### config.mk
export PLATFORM = sky130hd
export DESIGN_NAME = mrre_ctrl
export DESIGN_NICKNAME = d
export VERILOG_FILES = /design/src/sv/mrre_pkg.sv /design/src/sv/mrre_ctrl.sv
export SDC_FILE = /design/constraint.sdc
export NUM_CORES = 1
export LEC_CHECK = 0
export ABC_AREA = 1
export BUFFER_PORTS_ARGS = -buffer_cell sky130_fd_sc_hd__buf_2
export CORE_ASPECT_RATIO = 1.1
export CORE_MARGIN = 2
export CORE_UTILIZATION = 45
export CTS_CLUSTER_DIAMETER = 150
export DETAILED_ROUTE_END_ITERATION = 12
export GPL_TIMING_DRIVEN = 1
export MAX_ROUTING_LAYER = met4
export PLACE_DENSITY = 0.73
export SLEW_MARGIN = 10
export SYNTH_ARGS = -nofsm -noshare
export SYNTH_HDL_FRONTEND = slang
export SYNTH_SLANG_ARGS = --single-unit
export TNS_END_PERCENT = 1
### constraint.sdc
create_clock -name clk -period 1.36 [get_ports clk]
set_clock_uncertainty 0.05 [all_clocks]
set_input_delay 0.204 -clock clk [delete_from_list [all_inputs] [get_ports clk]]
set_output_delay 0.204 -clock clk [all_outputs]
set_load 0.1 [all_outputs]
### src/sv/mrre_pkg.sv
package mrre_pkg;

	localparam logic [2:0] FN_SEND    = 3'd0;
	localparam logic [2:0] FN_RECV    = 3'd1;
	localparam logic [2:0] FN_REPLY   = 3'd2;
	localparam logic [2:0] FN_POLL    = 3'd3;
	localparam logic [2:0] FN_CLEANUP = 3'd4;

	localparam logic [2:0] ST_OK      = 3'd0;
	localparam logic [2:0] ST_INVALID = 3'd1;
	localparam logic [2:0] ST_NOIPC   = 3'd2;
	localparam logic [2:0] ST_FULL    = 3'd3;
	localparam logic [2:0] ST_EMPTY   = 3'd4;

	// Datapath operations requested by the controller.
	localparam logic [3:0] OP_NONE     = 4'd0;
	localparam logic [3:0] OP_LATCH    = 4'd1;
	localparam logic [3:0] OP_RD_HEAD  = 4'd2;
	localparam logic [3:0] OP_POP      = 4'd3;
	localparam logic [3:0] OP_RD_SCAN  = 4'd4;
	localparam logic [3:0] OP_CHK_SCAN = 4'd5;
	localparam logic [3:0] OP_PUSH     = 4'd6;
	localparam logic [3:0] OP_CLR_TAG  = 4'd7;
	localparam logic [3:0] OP_DRAIN    = 4'd8;
	localparam logic [3:0] OP_STATUS   = 4'd9;

	typedef struct packed {
		logic [3:0] op;
		logic [2:0] st;
	} mrre_cmd_t;

	typedef struct packed {
		logic       found;
		logic       tag_nz;
		logic       client_ok;
		logic       client_full;
		logic       scan_last;
		logic [2:0] pre_st;
	} mrre_stat_t;

endpackage

### src/sv/mrre_ctrl.sv
module mrre_ctrl (
	input  logic                 clk,
	input  logic                 arst_n,
	input  logic                 start,
	output logic                 busy,
	output logic                 done,
	input  logic [2:0]           func,
	output mrre_pkg::mrre_cmd_t  cmd,
	input  mrre_pkg::mrre_stat_t stat
);
	import mrre_pkg::*;

	localparam logic [3:0] S_IDLE = 4'd0, S_DEC = 4'd1, S_RHEAD = 4'd2, S_POP = 4'd3,
		S_RSCAN = 4'd4, S_CHK = 4'd5, S_RCHK = 4'd6, S_PUSH = 4'd7, S_CLR = 4'd8,
		S_DRAIN = 4'd9, S_DONE = 4'd10, S_CPUSH = 4'd11;

	logic [3:0] state_q, state_d;
	logic [2:0] st_q, st_d;
	logic [2:0] func_q;
	logic       last_q;

	always_comb begin
		state_d = state_q; st_d = st_q;
		cmd.op = OP_NONE; cmd.st = st_q;
		unique case (state_q)
			S_IDLE: if (start) begin cmd.op = OP_LATCH; state_d = S_DEC; end
			S_DEC: begin
				cmd.op = OP_RD_SCAN;
				st_d = stat.pre_st;
				if (stat.pre_st != ST_OK) state_d = S_DONE;
				else unique case (func_q)
					FN_SEND: state_d = S_PUSH;
					FN_RECV: state_d = S_RHEAD;
					FN_REPLY, FN_CLEANUP: state_d = S_RSCAN;
					default: state_d = S_DONE;
				endcase
			end
			S_RHEAD: begin cmd.op = OP_RD_HEAD; state_d = S_POP; end
			S_POP: begin cmd.op = OP_POP; state_d = S_DONE; end
			S_RSCAN: begin cmd.op = OP_RD_SCAN; state_d = S_CHK; end
			S_CHK: begin
				cmd.op = OP_CHK_SCAN;
				if (func_q == FN_CLEANUP) state_d = S_CLR;
				else if (stat.scan_last) state_d = S_RCHK;
				else state_d = S_RSCAN;
			end
			S_RCHK: begin
				if (!stat.found) begin st_d = ST_INVALID; state_d = S_DONE; end
				else if (stat.client_full) begin st_d = ST_FULL; state_d = S_DONE; end
				else begin cmd.op = OP_CLR_TAG; state_d = S_PUSH; end
			end
			S_PUSH: begin cmd.op = OP_PUSH; state_d = S_DONE; end
			S_CLR: begin
				// The tag memory still shows this slot; the scan index moves on here.
				if (stat.tag_nz) begin
					cmd.op = OP_CLR_TAG;
					state_d = S_CPUSH;
				end else begin
					cmd.op = OP_CLR_TAG;
					state_d = stat.scan_last ? S_DRAIN : S_RSCAN;
				end
			end
			S_CPUSH: begin
				if (stat.client_ok && !stat.client_full) cmd.op = OP_PUSH;
				state_d = last_q ? S_DRAIN : S_RSCAN;
			end
			S_DRAIN: begin cmd.op = OP_DRAIN; state_d = S_DONE; end
			S_DONE: begin cmd.op = OP_STATUS; state_d = S_IDLE; end
			default: state_d = S_IDLE;
		endcase
	end

	always_ff @(posedge clk or negedge arst_n) begin
		if (!arst_n) begin
			state_q <= S_IDLE; st_q <= ST_OK; func_q <= '0; done <= 1'b0;
			last_q <= 1'b0;
		end else begin
			state_q <= state_d; st_q <= st_d;
			done <= state_q == S_DONE;
			if (state_q == S_IDLE && start) func_q <= func;
			if (state_q == S_CLR) last_q <= stat.scan_last;
		end
	end
	assign busy = state_q != S_IDLE;
endmodule

==> metrics.txt <==
min-delay worst type=primary input to register; DRT antenna net count=0; Net count, final=204; Clock Sinks=12; Max-slew headroom=67.9%; Worst Hold Launch=func[2]; Remaining Overflow, GRT=0; initial core utilization=47.1%; vias in the first global route=1,078; min Tclk post-route=1930 ps; Clk Latency, worst-skew pair=300 ps; met3 WL=188 um; Post-Route M1 WL=1110 um; H-tree levels=1; worst hold stages=3; critical path cell sequence=inv_2, nand2_1, nor2_1, nand3_1, o21ai_1, nor2_4, nand2_4, buf_12; Syn Std Cell Area=830 um2; Slowest-stage cell, CP=dfrtp_1; total wire length=2950 um; startpoint types=register; Die Wd=44.9 um; CTS tree=done; Worst path max stage delay=420 ps; Max Root-Sink Buffers=2; FF-to-FF End=state_q[2]; setup slack, reg-to-reg=-170 ps; CTS root buf=clkbuf_4; antenna cells=0; CP Class=register to primary output; gpl congestion=0.957; worst slack, placed=-251 ps; io pins=23; # fillers=127; Via density=5.44; highest achievable clock rate=0.519 GHz; initial antenna violation count=0; worst-margin pin slew=485 ps; leading area contributor after synthesis=dfrtp_1; Core Area=0.00176 mm2; DR WL/cell=14.3 um; Synth cell types=15; largest net degree at the start of global routing=13; Fin. Hold Viols=0; DRC viols=0; Ys Warns=0; Avg Inst Size Synth=6.14 um2; register area share after synthesis=36.2%; Layout Cells excl Fill=207; area growth from synthesis to layout=70.3%; num rows=16; Synth top area share=36.2%; status=complete, but fails checks; highest routed layer=met4; # setup viols final=14; Iter 0 DRT Violations=41; share of post-route cells with drive strength above 1=46.6%; most frequent cells in the layout=37 x nand2_1, 23 x buf_4, 16 x nor2_1, 16 x buf_2, 12 x inv_1; Reg2Reg Depth=9; CP Capture Type=primary output; via count=1,127; DR pass1 iterations=4; max_cap viols=0; Hold Crit Endpoint=func_q[2]; Post-Place Cells=197; RSZ-0062 raised after global routing=true; largest cells by area after synthesis=dfrtp_1 36%, nand2_1 21%, nor2_1 9.0%; area of the multi-input gates=562 um2; Clk pin slew, worst setup/hold paths=100 ps; reg-to-reg startpoint=state_q[0]; Post-Syn Nets=149; Setup WS post-layout=-568 ps; sequential cell area=302 um2; Total GRT Usage=30.3%; global-route wire length before repair=4840 um; post-synthesis cell count=135; Final period util=142%; die footprint=0.00220 mm2; Yosys reg bits=12; CP Data Required Time=1110 ps; Die H=49.0 um; Crit Path Max Fanout=4; failing checks=setup timing; commonest non-fill, non-tap cell in the layout=nand2_1; CTS Buf Count=3; met2 routed WL=1530 um; Critical Path AT=1670 ps; DP HPWL=1940 um; IO Port Bufs=22; final slew viol count=0
flip-flops by register name (all words and copies together) (netlist names):
register,cells
last_q,1
st_q,3
func_q,3
state_q,4
done,1
per-layer routing:
| metal | GRT usage (%) | vias to the layer above |
|---|---|---|
| li1 | - | 531 |
| met1 | 35.0 | 510 |
| met2 | 51.9 | 67 |
| met3 | 3.33 | 19 |
| met4 | 11.8 | 0 |
| met5 | - | - |
worst max-delay path: cells and delay by family, from the launching register on:
kind | cells | cell delay, ps
simple gates | 5 | 520
buf+inv | 2 | 250
flops | 1 | 420
compound gates | 1 | 170
per-stage QoR:
stage,hold WS (ps),util [%],instance area (um2),TNS [ps]
6_report,65.2,80.2,1410,-3470
5_1_grt,85.0,80.2,1410,-4470
4_1_cts,72.7,79.6,1400,-2670
3_5_place_dp,57.2,70.1,1230,-1070
3_3_place_gp,49.6,70.1,1230,-712
2_1_floorplan,-142,-,862,-660
repair_timing:
action,CTS,global route
endpoints found under the hold margin,12,0
setup endpoints to repair,13,17
resized for setup,31,2
setup buffers,4,1
pin swaps,9,0
hold buffers,1,0
final cells by class:
| type | instances | share of cell area, % |
|---|---|---|
| Multi-Input combinational cell | 103 | 39.8 |
| Clock buffer | 4 | 2.57 |
| Timing Repair Buffer | 50 | 29.4 |
| Tap cell | 18 | 1.59 |
| Sequential cell | 12 | 21.3 |
| Inverter | 20 | 5.31 |
worst max path at each step:
stage	slack (ps)	depth (start not counted)	from	to
2_1_floorplan	-220	7	state_q[0]	cmd[3]
3_3_place_gp	-240	7	state_q[3]	cmd[5]
3_5_place_dp	-250	7	state_q[3]	cmd[5]
4_1_cts	-500	10	state_q[0]	cmd[3]
5_1_grt	-630	8	state_q[0]	cmd[3]
6_report	-570	8	state_q[2]	cmd[5]
cell families after synthesis:
family	share of synthesized area, %
buffers and inverters	9.05
DFF	36.2
AOI/OAI and AO/OA	7.54
and+or+nand+nor	47.2
cell usage after synthesis:
master    instances
a21oi_1           3
dfrtp_1          12
inv_1            16
inv_2             4
nand2_1          46
nand2_2           3
nand3_1          13
nand3_2           1
nand4_1           1
nor2_1           20
nor2_2            2
nor2_4            1
nor3_1            4
o211ai_1          1
o21ai_0           8
Power is not shown: default switching activity piles up to over one toggle a cycle in this logic, so the estimate is an artifact.
